## config.mk

```make
export PLATFORM = sky130hd
export DESIGN_NAME = periodic_output_scheduler
export DESIGN_NICKNAME = d
export VERILOG_FILES = /design/src/rtl/pos_pkg.sv /design/src/rtl/pos_bit_rem.sv /design/src/rtl/periodic_output_scheduler.sv
export SDC_FILE = /design/constraint.sdc
export NUM_CORES = 1
export LEC_CHECK = 0
export BUFFER_PORTS_ARGS = -buffer_cell sky130_fd_sc_hd__buf_2
export CELL_PAD_IN_SITES_DETAIL_PLACEMENT = 1
export CELL_PAD_IN_SITES_GLOBAL_PLACEMENT = 1
export CORE_MARGIN = 2
export CORE_UTILIZATION = 50
export DETAILED_ROUTE_END_ITERATION = 8
export PLACE_DENSITY_LB_ADDON = 0.1
export SETUP_SLACK_MARGIN = 0.15
export SYNTH_ARGS = -nofsm -noshare
export SYNTH_HDL_FRONTEND = slang
export SYNTH_HIERARCHICAL = 1
export SYNTH_SLANG_ARGS = --single-unit
```

## constraint.sdc

```tcl
create_clock -name clock -period 5.83 [get_ports clock]
set_input_delay 0.2915 -clock clock [delete_from_list [all_inputs] [get_ports clock]]
set_output_delay 0.2915 -clock clock [all_outputs]
set_load 0.05 [all_outputs]
```

## src/rtl/pos_pkg.sv

```systemverilog
// ----------------------------------------------------------------------------
// pos_pkg: shared types and constants of the periodic output scheduler
// Register layout, opcodes, force codes and status types used by the top
// level and by the bit-serial remainder unit.
// ----------------------------------------------------------------------------
package pos_pkg;

   localparam int CHANNELS_DEF  = 4;
   localparam int TIME_BITS_DEF = 20;

   localparam int SLOT_COUNT    = 4;
   localparam int SLOT_BITS     = 2;
   localparam int SEC_BITS      = 32;
   localparam int REMAIN_BITS   = 16;
   localparam logic [REMAIN_BITS-1:0] REMAIN_MAX = 16'hFFFF;

   localparam int REG_BITS      = 63;
   localparam int CSR_DATA_BITS = 64;
   localparam int CSR_ADDR_BITS = 5;
   localparam int CSR_IDX_LSB   = 3;

   localparam int EN_BIT        = 0;
   localparam int PIN_LSB       = 1;
   localparam int PIN_BITS      = 2;
   localparam int IVL_LSB       = 3;
   localparam int DUR_LSB       = 23;
   localparam int PHS_LSB       = 43;

   localparam logic [1:0] OP_TICK  = 2'd0;
   localparam logic [1:0] OP_FORCE = 2'd1;
   localparam logic [1:0] OP_EVAL  = 2'd2;

   localparam logic [1:0] MODE_AUTO = 2'd0;
   localparam logic [1:0] MODE_ON   = 2'd1;
   localparam logic [1:0] MODE_OFF  = 2'd2;

   typedef struct packed {
      logic busy;
      logic done;
   } div_stat_type;

endpackage

```

## src/rtl/pos_bit_rem.sv

```systemverilog
// ----------------------------------------------------------------------------
// pos_bit_rem: bit-serial remainder unit
// Shifts the dividend in one bit per cycle, most significant first, and
// keeps a restoring remainder against the divisor. The divisor must be
// non-zero and held stable while the unit is busy.
// ----------------------------------------------------------------------------
module pos_bit_rem #(
   parameter int DIVIDEND_BITS = pos_pkg::SEC_BITS,
   parameter int DIVISOR_BITS  = pos_pkg::TIME_BITS_DEF
) (
   input  logic                     clock,
   input  logic                     reset,
   input  logic                     start,
   input  logic [DIVIDEND_BITS-1:0] dividend,
   input  logic [DIVISOR_BITS-1:0]  divisor,
   output pos_pkg::div_stat_type    stat,
   output logic [DIVISOR_BITS-1:0]  remainder
);

   localparam int CNT_BITS = $clog2(DIVIDEND_BITS + 1);

   logic [DIVIDEND_BITS-1:0] shift_ff;
   logic [DIVISOR_BITS-1:0]  rem_ff;
   logic [DIVISOR_BITS-1:0]  rem_in;
   logic [DIVISOR_BITS:0]    trial;
   logic [CNT_BITS-1:0]      cnt_ff;
   logic                     busy_ff;
   logic                     done_ff;

   always_comb begin
      trial = {rem_ff, shift_ff[DIVIDEND_BITS-1]};
      if (trial >= {1'b0, divisor}) begin
         rem_in = DIVISOR_BITS'(trial - {1'b0, divisor});
      end else begin
         rem_in = trial[DIVISOR_BITS-1:0];
      end
   end

   always_ff @(posedge clock) begin
      if (reset) begin
         busy_ff <= 1'b0;
         done_ff <= 1'b0;
         cnt_ff  <= '0;
      end else begin
         done_ff <= busy_ff && (cnt_ff == CNT_BITS'(1));
         if (start) begin
            busy_ff <= 1'b1;
            cnt_ff  <= CNT_BITS'(DIVIDEND_BITS);
         end else if (busy_ff) begin
            cnt_ff <= cnt_ff - CNT_BITS'(1);
            if (cnt_ff == CNT_BITS'(1)) begin
               busy_ff <= 1'b0;
            end
         end
      end
   end

   always_ff @(posedge clock) begin
      if (start) begin
         shift_ff <= dividend;
         rem_ff   <= '0;
      end else if (busy_ff) begin
         shift_ff <= shift_ff << 1;
         rem_ff   <= rem_in;
      end
   end

   assign stat.busy = busy_ff;
   assign stat.done = done_ff;
   assign remainder = rem_ff;

endmodule

```

## src/rtl/periodic_output_scheduler.sv

```systemverilog
// ----------------------------------------------------------------------------
// periodic_output_scheduler: four-channel cyclic on/off timer
// Keeps a seconds counter and a force mode per channel, evaluates each
// channel's on state and time to next change, and drives the routed pins.
// ----------------------------------------------------------------------------
// A force write or unused opcode goes straight to the report step, which
// raises its item. An evaluation walks the channels in turn: a disabled,
// forced or badly timed channel is settled in the channel step; an auto channel
// runs the bit-serial remainder of seconds and phase, then position and finish;
// the pins are then registered and the item reported. One item at a time: the
// next is taken once the result is raised; a stalled result holds the input off.
// Reset clears the seconds counter, force modes, outputs and setup registers.
module periodic_output_scheduler #(
   parameter int CHANNELS  = pos_pkg::CHANNELS_DEF,
   parameter int TIME_BITS = pos_pkg::TIME_BITS_DEF
) (
   input  logic                                 clock,
   input  logic                                 reset,
   input  logic                                 req_valid,
   output logic                                 req_stall,
   input  logic [1:0]                           req_opcode,
   input  logic [1:0]                           req_channel,
   input  logic [1:0]                           req_force_mode,
   output logic                                 rsp_valid,
   input  logic                                 rsp_stall,
   output logic [pos_pkg::SLOT_COUNT-1:0]       rsp_pin_levels,
   output logic [pos_pkg::SLOT_COUNT-1:0]       rsp_channel_on_bits,
   output logic [pos_pkg::SLOT_COUNT-1:0]       rsp_channel_enabled_bits,
   output logic [pos_pkg::SLOT_COUNT-1:0]       rsp_channel_forced_bits,
   output logic [pos_pkg::REMAIN_BITS-1:0]      rsp_remain_0,
   output logic [pos_pkg::REMAIN_BITS-1:0]      rsp_remain_1,
   output logic [pos_pkg::REMAIN_BITS-1:0]      rsp_remain_2,
   output logic [pos_pkg::REMAIN_BITS-1:0]      rsp_remain_3,
   input  logic                                 csr_psel,
   input  logic                                 csr_penable,
   input  logic                                 csr_pwrite,
   input  logic [pos_pkg::CSR_ADDR_BITS-1:0]    csr_paddr,
   input  logic [pos_pkg::CSR_DATA_BITS-1:0]    csr_pwdata,
   output logic [pos_pkg::CSR_DATA_BITS-1:0]    csr_prdata,
   output logic                                 csr_pready
);

   localparam int SLOTS    = pos_pkg::SLOT_COUNT;
   localparam int SBITS    = pos_pkg::SLOT_BITS;
   localparam int RBITS    = pos_pkg::REMAIN_BITS;
   localparam int IDX_BITS = (CHANNELS > 1) ? $clog2(CHANNELS) : 1;
   localparam int SAT_BITS = (TIME_BITS > RBITS) ? TIME_BITS : RBITS;
   localparam logic [SLOTS-1:0] CH_MASK = SLOTS'((1 << CHANNELS) - 1);

   typedef enum logic [2:0] {
      ST_IDLE,
      ST_CHAN,
      ST_DIVIDE,
      ST_POSN,
      ST_FINISH,
      ST_PINS,
      ST_REPORT
   } state_type;

   state_type state_ff;

   logic [pos_pkg::REG_BITS-1:0]  setup_ff [SLOTS];
   logic [pos_pkg::SEC_BITS-1:0]  sec_ff;
   logic [1:0]                    force_ff [SLOTS];
   logic [SLOTS-1:0]              on_ff;
   logic [SLOTS-1:0]              pin_ff;
   logic [RBITS-1:0]              remain_ff [SLOTS];
   logic [IDX_BITS-1:0]           idx_ff;
   logic [TIME_BITS-1:0]          pos_ff;
   logic [TIME_BITS-1:0]          pos_in;

   logic                          rsp_valid_ff;
   logic [SLOTS-1:0]              rsp_pins_ff;
   logic [SLOTS-1:0]              rsp_ons_ff;
   logic [SLOTS-1:0]              rsp_ens_ff;
   logic [SLOTS-1:0]              rsp_frc_ff;
   logic [RBITS-1:0]              rsp_remain_ff [SLOTS];

   logic                          req_take;
   logic                          csr_write;
   logic [SBITS-1:0]              cur_slot;
   logic [pos_pkg::REG_BITS-1:0]  cur_setup;
   logic                          cur_en;
   logic [1:0]                    cur_force;
   logic [TIME_BITS-1:0]          cur_ivl;
   logic [TIME_BITS-1:0]          cur_dur;
   logic [TIME_BITS-1:0]          cur_phs;
   logic                          timing_bad;
   logic                          div_start;
   logic                          last_chan;
   pos_pkg::div_stat_type         sec_stat;
   pos_pkg::div_stat_type         phs_stat;
   logic [TIME_BITS-1:0]          sec_rem;
   logic [TIME_BITS-1:0]          phs_rem;
   logic [TIME_BITS:0]            pos_diff;
   logic                          fin_on;
   logic [TIME_BITS-1:0]          fin_span;
   logic [SAT_BITS-1:0]           fin_span_ext;
   logic [RBITS-1:0]              fin_remain;
   logic [SLOTS-1:0]              want_pins;
   logic [SLOTS-1:0]              rep_ens;
   logic [SLOTS-1:0]              rep_frc;
   logic                          rsp_free;

   // ---- configuration port ----
   assign csr_pready = 1'b1;
   assign csr_write  = csr_psel && csr_penable && csr_pwrite && csr_pready;
   assign csr_prdata = pos_pkg::CSR_DATA_BITS'(
      setup_ff[csr_paddr[pos_pkg::CSR_ADDR_BITS-1:pos_pkg::CSR_IDX_LSB]]);

   // ---- current channel fields ----
   assign cur_slot   = SBITS'(idx_ff);
   assign cur_setup  = setup_ff[cur_slot];
   assign cur_en     = cur_setup[pos_pkg::EN_BIT];
   assign cur_force  = force_ff[cur_slot];
   assign cur_ivl    = cur_setup[pos_pkg::IVL_LSB +: TIME_BITS];
   assign cur_dur    = cur_setup[pos_pkg::DUR_LSB +: TIME_BITS];
   assign cur_phs    = cur_setup[pos_pkg::PHS_LSB +: TIME_BITS];
   assign timing_bad = (cur_ivl == '0) || (cur_dur == '0) || (cur_dur > cur_ivl);
   assign last_chan  = (idx_ff == IDX_BITS'(CHANNELS - 1));
   assign div_start  = (state_ff == ST_CHAN) && cur_en &&
                       (cur_force == pos_pkg::MODE_AUTO) && !timing_bad;

   pos_bit_rem #(
      .DIVIDEND_BITS (pos_pkg::SEC_BITS),
      .DIVISOR_BITS  (TIME_BITS)
   ) u_sec_rem (
      .clock     (clock),
      .reset     (reset),
      .start     (div_start),
      .dividend  (sec_ff),
      .divisor   (cur_ivl),
      .stat      (sec_stat),
      .remainder (sec_rem)
   );

   pos_bit_rem #(
      .DIVIDEND_BITS (pos_pkg::SEC_BITS),
      .DIVISOR_BITS  (TIME_BITS)
   ) u_phs_rem (
      .clock     (clock),
      .reset     (reset),
      .start     (div_start),
      .dividend  (pos_pkg::SEC_BITS'(cur_phs)),
      .divisor   (cur_ivl),
      .stat      (phs_stat),
      .remainder (phs_rem)
   );

   // position = (seconds mod interval - phase mod interval) wrapped into interval
   always_comb begin
      pos_diff = {1'b0, sec_rem} - {1'b0, phs_rem};
      if (sec_rem >= phs_rem) begin
         pos_in = pos_diff[TIME_BITS-1:0];
      end else begin
         pos_in = TIME_BITS'(pos_diff + {1'b0, cur_ivl});
      end
   end

   always_comb begin
      fin_on       = (pos_ff < cur_dur);
      fin_span     = fin_on ? (cur_dur - pos_ff) : (cur_ivl - pos_ff);
      fin_span_ext = SAT_BITS'(fin_span);
      if (fin_span_ext > SAT_BITS'(pos_pkg::REMAIN_MAX)) begin
         fin_remain = pos_pkg::REMAIN_MAX;
      end else begin
         fin_remain = fin_span_ext[RBITS-1:0];
      end
   end

   // route every on channel to its pin; pins beyond the channel count stay low
   always_comb begin
      want_pins = '0;
      rep_ens   = '0;
      rep_frc   = '0;
      for (int i = 0; i < SLOTS; i++) begin
         if (on_ff[i]) begin
            want_pins[setup_ff[i][pos_pkg::PIN_LSB +: pos_pkg::PIN_BITS]] = 1'b1;
         end
         rep_ens[i] = setup_ff[i][pos_pkg::EN_BIT];
         rep_frc[i] = (force_ff[i] != pos_pkg::MODE_AUTO);
      end
      want_pins = want_pins & CH_MASK;
      rep_ens   = rep_ens & CH_MASK;
      rep_frc   = rep_frc & CH_MASK;
   end

   assign req_take  = req_valid && !req_stall;
   assign req_stall = (state_ff != ST_IDLE);
   assign rsp_free  = !rsp_valid_ff || !rsp_stall;

   // ---- sequencer ----
   always_ff @(posedge clock) begin
      if (reset) begin
         state_ff     <= ST_IDLE;
         idx_ff       <= '0;
         sec_ff       <= '0;
         on_ff        <= '0;
         pin_ff       <= '0;
         rsp_valid_ff <= 1'b0;
         rsp_pins_ff  <= '0;
         rsp_ons_ff   <= '0;
         rsp_ens_ff   <= '0;
         rsp_frc_ff   <= '0;
         for (int i = 0; i < SLOTS; i++) begin
            force_ff[i]      <= pos_pkg::MODE_AUTO;
            remain_ff[i]     <= '0;
            setup_ff[i]      <= '0;
            rsp_remain_ff[i] <= '0;
         end
      end else begin
         if (csr_write) begin
            setup_ff[csr_paddr[pos_pkg::CSR_ADDR_BITS-1:pos_pkg::CSR_IDX_LSB]] <=
               csr_pwdata[pos_pkg::REG_BITS-1:0];
         end
         if ((state_ff == ST_REPORT) && rsp_free) begin
            rsp_valid_ff <= 1'b1;
         end else if (rsp_valid_ff && !rsp_stall) begin
            rsp_valid_ff <= 1'b0;
         end

         case (state_ff)
            ST_IDLE: begin
               idx_ff <= '0;
               if (req_take) begin
                  case (req_opcode)
                     pos_pkg::OP_TICK: begin
                        sec_ff   <= sec_ff + pos_pkg::SEC_BITS'(1);
                        state_ff <= ST_CHAN;
                     end
                     pos_pkg::OP_FORCE: begin
                        if ((32'(req_channel) < CHANNELS) &&
                            (req_force_mode <= pos_pkg::MODE_OFF)) begin
                           force_ff[req_channel] <= req_force_mode;
                        end
                        state_ff <= ST_REPORT;
                     end
                     pos_pkg::OP_EVAL: begin
                        state_ff <= ST_CHAN;
                     end
                     default: begin
                        state_ff <= ST_REPORT;
                     end
                  endcase
               end
            end

            ST_CHAN: begin
               if (div_start) begin
                  state_ff <= ST_DIVIDE;
               end else begin
                  // disabled, forced or badly timed: settle the channel now
                  if (!cur_en) begin
                     force_ff[cur_slot] <= pos_pkg::MODE_AUTO;
                  end
                  on_ff[cur_slot]     <= cur_en && (cur_force == pos_pkg::MODE_ON);
                  remain_ff[cur_slot] <= '0;
                  if (last_chan) begin
                     state_ff <= ST_PINS;
                  end else begin
                     idx_ff <= idx_ff + IDX_BITS'(1);
                  end
               end
            end

            ST_DIVIDE: begin
               if (sec_stat.done) begin
                  state_ff <= ST_POSN;
               end
            end

            ST_POSN: begin
               pos_ff   <= pos_in;
               state_ff <= ST_FINISH;
            end

            ST_FINISH: begin
               on_ff[cur_slot]     <= fin_on;
               remain_ff[cur_slot] <= fin_remain;
               if (last_chan) begin
                  state_ff <= ST_PINS;
               end else begin
                  idx_ff   <= idx_ff + IDX_BITS'(1);
                  state_ff <= ST_CHAN;
               end
            end

            ST_PINS: begin
               pin_ff   <= want_pins;
               state_ff <= ST_REPORT;
            end

            ST_REPORT: begin
               // hold until the output register is free
               if (rsp_free) begin
                  rsp_pins_ff <= pin_ff & CH_MASK;
                  rsp_ons_ff  <= on_ff & CH_MASK;
                  rsp_ens_ff  <= rep_ens;
                  rsp_frc_ff  <= rep_frc;
                  for (int i = 0; i < SLOTS; i++) begin
                     rsp_remain_ff[i] <= (i < CHANNELS) ? remain_ff[i] : '0;
                  end
                  state_ff <= ST_IDLE;
               end
            end

            default: begin
               state_ff <= ST_IDLE;
            end
         endcase
      end
   end

   assign rsp_valid                = rsp_valid_ff;
   assign rsp_pin_levels           = rsp_pins_ff;
   assign rsp_channel_on_bits      = rsp_ons_ff;
   assign rsp_channel_enabled_bits = rsp_ens_ff;
   assign rsp_channel_forced_bits  = rsp_frc_ff;
   assign rsp_remain_0             = rsp_remain_ff[0];
   assign rsp_remain_1             = rsp_remain_ff[1];
   assign rsp_remain_2             = rsp_remain_ff[2];
   assign rsp_remain_3             = rsp_remain_ff[3];

   // ---- assertions ----
   a_units_lockstep: assert property (@(posedge clock) disable iff (reset)
      sec_stat == phs_stat)
      else $error("remainder units out of step");

   a_done_in_divide: assert property (@(posedge clock) disable iff (reset)
      sec_stat.done |-> (state_ff == ST_DIVIDE))
      else $error("remainder finished outside the divide step");

   a_divide_busy: assert property (@(posedge clock) disable iff (reset)
      (state_ff == ST_DIVIDE) |-> (sec_stat.busy || sec_stat.done))
      else $error("divide step waiting on an idle unit");

   a_rsp_from_report: assert property (@(posedge clock) disable iff (reset)
      $rose(rsp_valid_ff) |-> ($past(state_ff) == ST_REPORT))
      else $error("result raised outside the report step");

   a_unused_quiet: assert property (@(posedge clock) disable iff (reset)
      rsp_valid_ff |-> (((rsp_ons_ff | rsp_pins_ff | rsp_frc_ff) & ~CH_MASK) == '0))
      else $error("unused channel reported active");

endmodule

```

==> impl_metrics.tcl <==
set metrics [dict create \
    finalCriticalPeriod_ps 5230 \
    min_from "csr_pwdata[37]" \
    cp_data_arrival_time_ps 5600 \
    insertion_delay_ps 630 \
    grt_pass1_vias 25482 \
    num_vias 23925 \
    grt_util_all_layers_pct 28.1 \
    status "finished clean" \
    finalSetupViolations 0 \
    netlist_instances 2820 \
    place_ws_ps 643 \
    worstSetupEndpointType "flip-flop" \
    ant_nets 0 \
    grt_max_degree 76 \
    synth.avg_cell_area_um2 11.7 \
    rsz0062_at_grt "no" \
    postCtsSetupRepairBufs 0 \
    cts.path.max_buffers 3 \
    fin_tns_setup_ps 0 \
    row_count 94 \
    drt-initial-drc-count 1630 \
    dpl.cell_count 3828 \
    clock_sinks 591 \
    cts-htree-levels 3 \
    grt_pass1_wl_um 147000 \
    clk_pin_slew_ps 70 \
    fin_crit_sh_pct 89.7 \
    drc 0 \
    antenna_found_initial 11 \
    wl_per_cell_um 23.9 \
    cts_tree "yes" \
    drv_cap 0 \
    start_util_pct 50.3 \
    worst_pin_slew_ps 1130 \
    cts_root_buffer "clkbuf_16" \
    fin_skew_ps 42.6 \
    io_buffers 222 \
    p_leak_uw 0.0147 \
    via_per_inst 5.95 \
    power_uw 20200 \
    final_nets 3330 \
    drive_gt1_share_pct 19.6 \
    required_ps 6200 \
    ir_worst_vdd_mv 0.363 \
    yosys_warnings 6 \
    place_hpwl_um 65400 \
    fmax_mhz 191 \
    rrSetupSlack_ps 600 \
    reg2reg_from "u_phs_rem/remainder[1]" \
    io_pins 229 \
    die_width_um 261 \
    cts_inserted_buffers 67 \
    critPathMaxFanout 5 \
    gr-total-overflow 0 \
    cts_resized 0 \
    dieArea_um2 68200 \
    relSlewSlack_pct 24.7 \
    coreArea_um2 65600 \
    drtPass1Iterations 5 \
    fp.dieH_um 261 \
    setup_ws_ps 600 \
    power_density_nw_per_um2 532 \
    netlist_area_um2 33000 \
    hold_class "in -> reg" \
    routed_wl_um 96000 \
    fin_cells 4019 \
    worstSetupStartpointType "flip-flop" \
    syn_to_final_growth_pct 14.8 \
    hold_violations 0 \
    n_fill_cell 6815 \
    gp_congestion 0.933 \
    startpoint "u_phs_rem/remainder[1]" \
    path_class "reg -> reg" \
    maxSlewViolCount 0 \
]
per-stage QoR:
stage / hold WS (ps) / util, % / cell area, um2
after global placement: 448 / 53.5 / 35100
after detailed placement: 457 / 53.5 / 35100
after CTS: 0.421 / 57.8 / 37900
after floorplan: 429 / - / 33100
after global routing: 33.1 / 57.8 / 37900
final: 27.7 / 57.8 / 37900
power breakdown:
part	switching, uW	internal, uW	total [uW]
registers	442	5290	5730
clock network	1820	2410	4230
logic	6270	3940	10200
total	8530	11600	20200
cell usage in the layout, fill, tap and decap left out, types with 69 or more instances in the layout:
master	n
inv_1	138
and2_1	323
clkbuf_16	69
mux4_2	126
nand2_1	170
mux2_2	70
buf_2	220
ha_1	146
edfxtp_1	472
o21ai_0	81
nor2_1	163
a21oi_1	198
dfxtp_1	117
flip-flops by register name (all words and copies together), names as in the netlist, 8 cells and up, named ones only:
signal / count
setup_ff: 252
rsp_remain_ff: 64
force_ff: 8
pos_ff: 20
u_sec_rem/remainder: 20
sec_ff: 32
remain_ff: 64
u_phs_rem/remainder: 20
u_phs_rem/shift_ff: 32
u_sec_rem/shift_ff: 32
layout make-up:
cell class	instances	area (um2)	area share, %
Clock inverter	39	377	0.993
Inverter	138	518	1.37
Tap cell	864	1080	2.85
Timing Repair Buffer	326	2080	5.48
Clock buffer	84	1810	4.76
Sequential cell	591	16600	43.7
Antenna cell	5	12.5	0.0330
Multi-Input combinational cell	1972	15500	40.9
worst paths after layout:
path                                 endpoint  depth (start not counted)
setup / recovery                   pos_ff[18]                         18
hold / removal                setup_ff[0][37]                          2
setup reg to reg                   pos_ff[18]                         18
hold reg to reg   rsp_channel_enabled_bits[1]                          2
critical path, cell delays in order, from the launching register on:
cell      delay (ps)
dfxtp_1          470
inv_1            120
ha_1             310
nor2b_1          130
o21ai_0          110
a21oi_1          180
a211oi_1          70
buf_4            160
o21ai_0          460
a21oi_1          130
o311ai_0         790
ha_1             440
and3_1           220
and3_1           150
a211o_1          320
a21o_1           210
nand4_1           90
a21boi_0          90
o41ai_1          530
timing repair:
action / CTS / global route
hold endpoints to repair: 223 / 0
hold buffers: 63 / 0
endpoints found under the setup margin: 0 / 0
layer usage:
| metal | wire length (um) | part of all wire, % | global-route usage [%] |
|---|---|---|---|
| met4 | 2730 | 2.8 | 9.38 |
| met3 | 4820 | 5.0 | 3.95 |
| met2 | 48600 | 51 | 50.0 |
| met1 | 39800 | 41 | 35.4 |
| met5 | 63 | 0.066 | 0 |
Power figures use the tool's default switching activity.
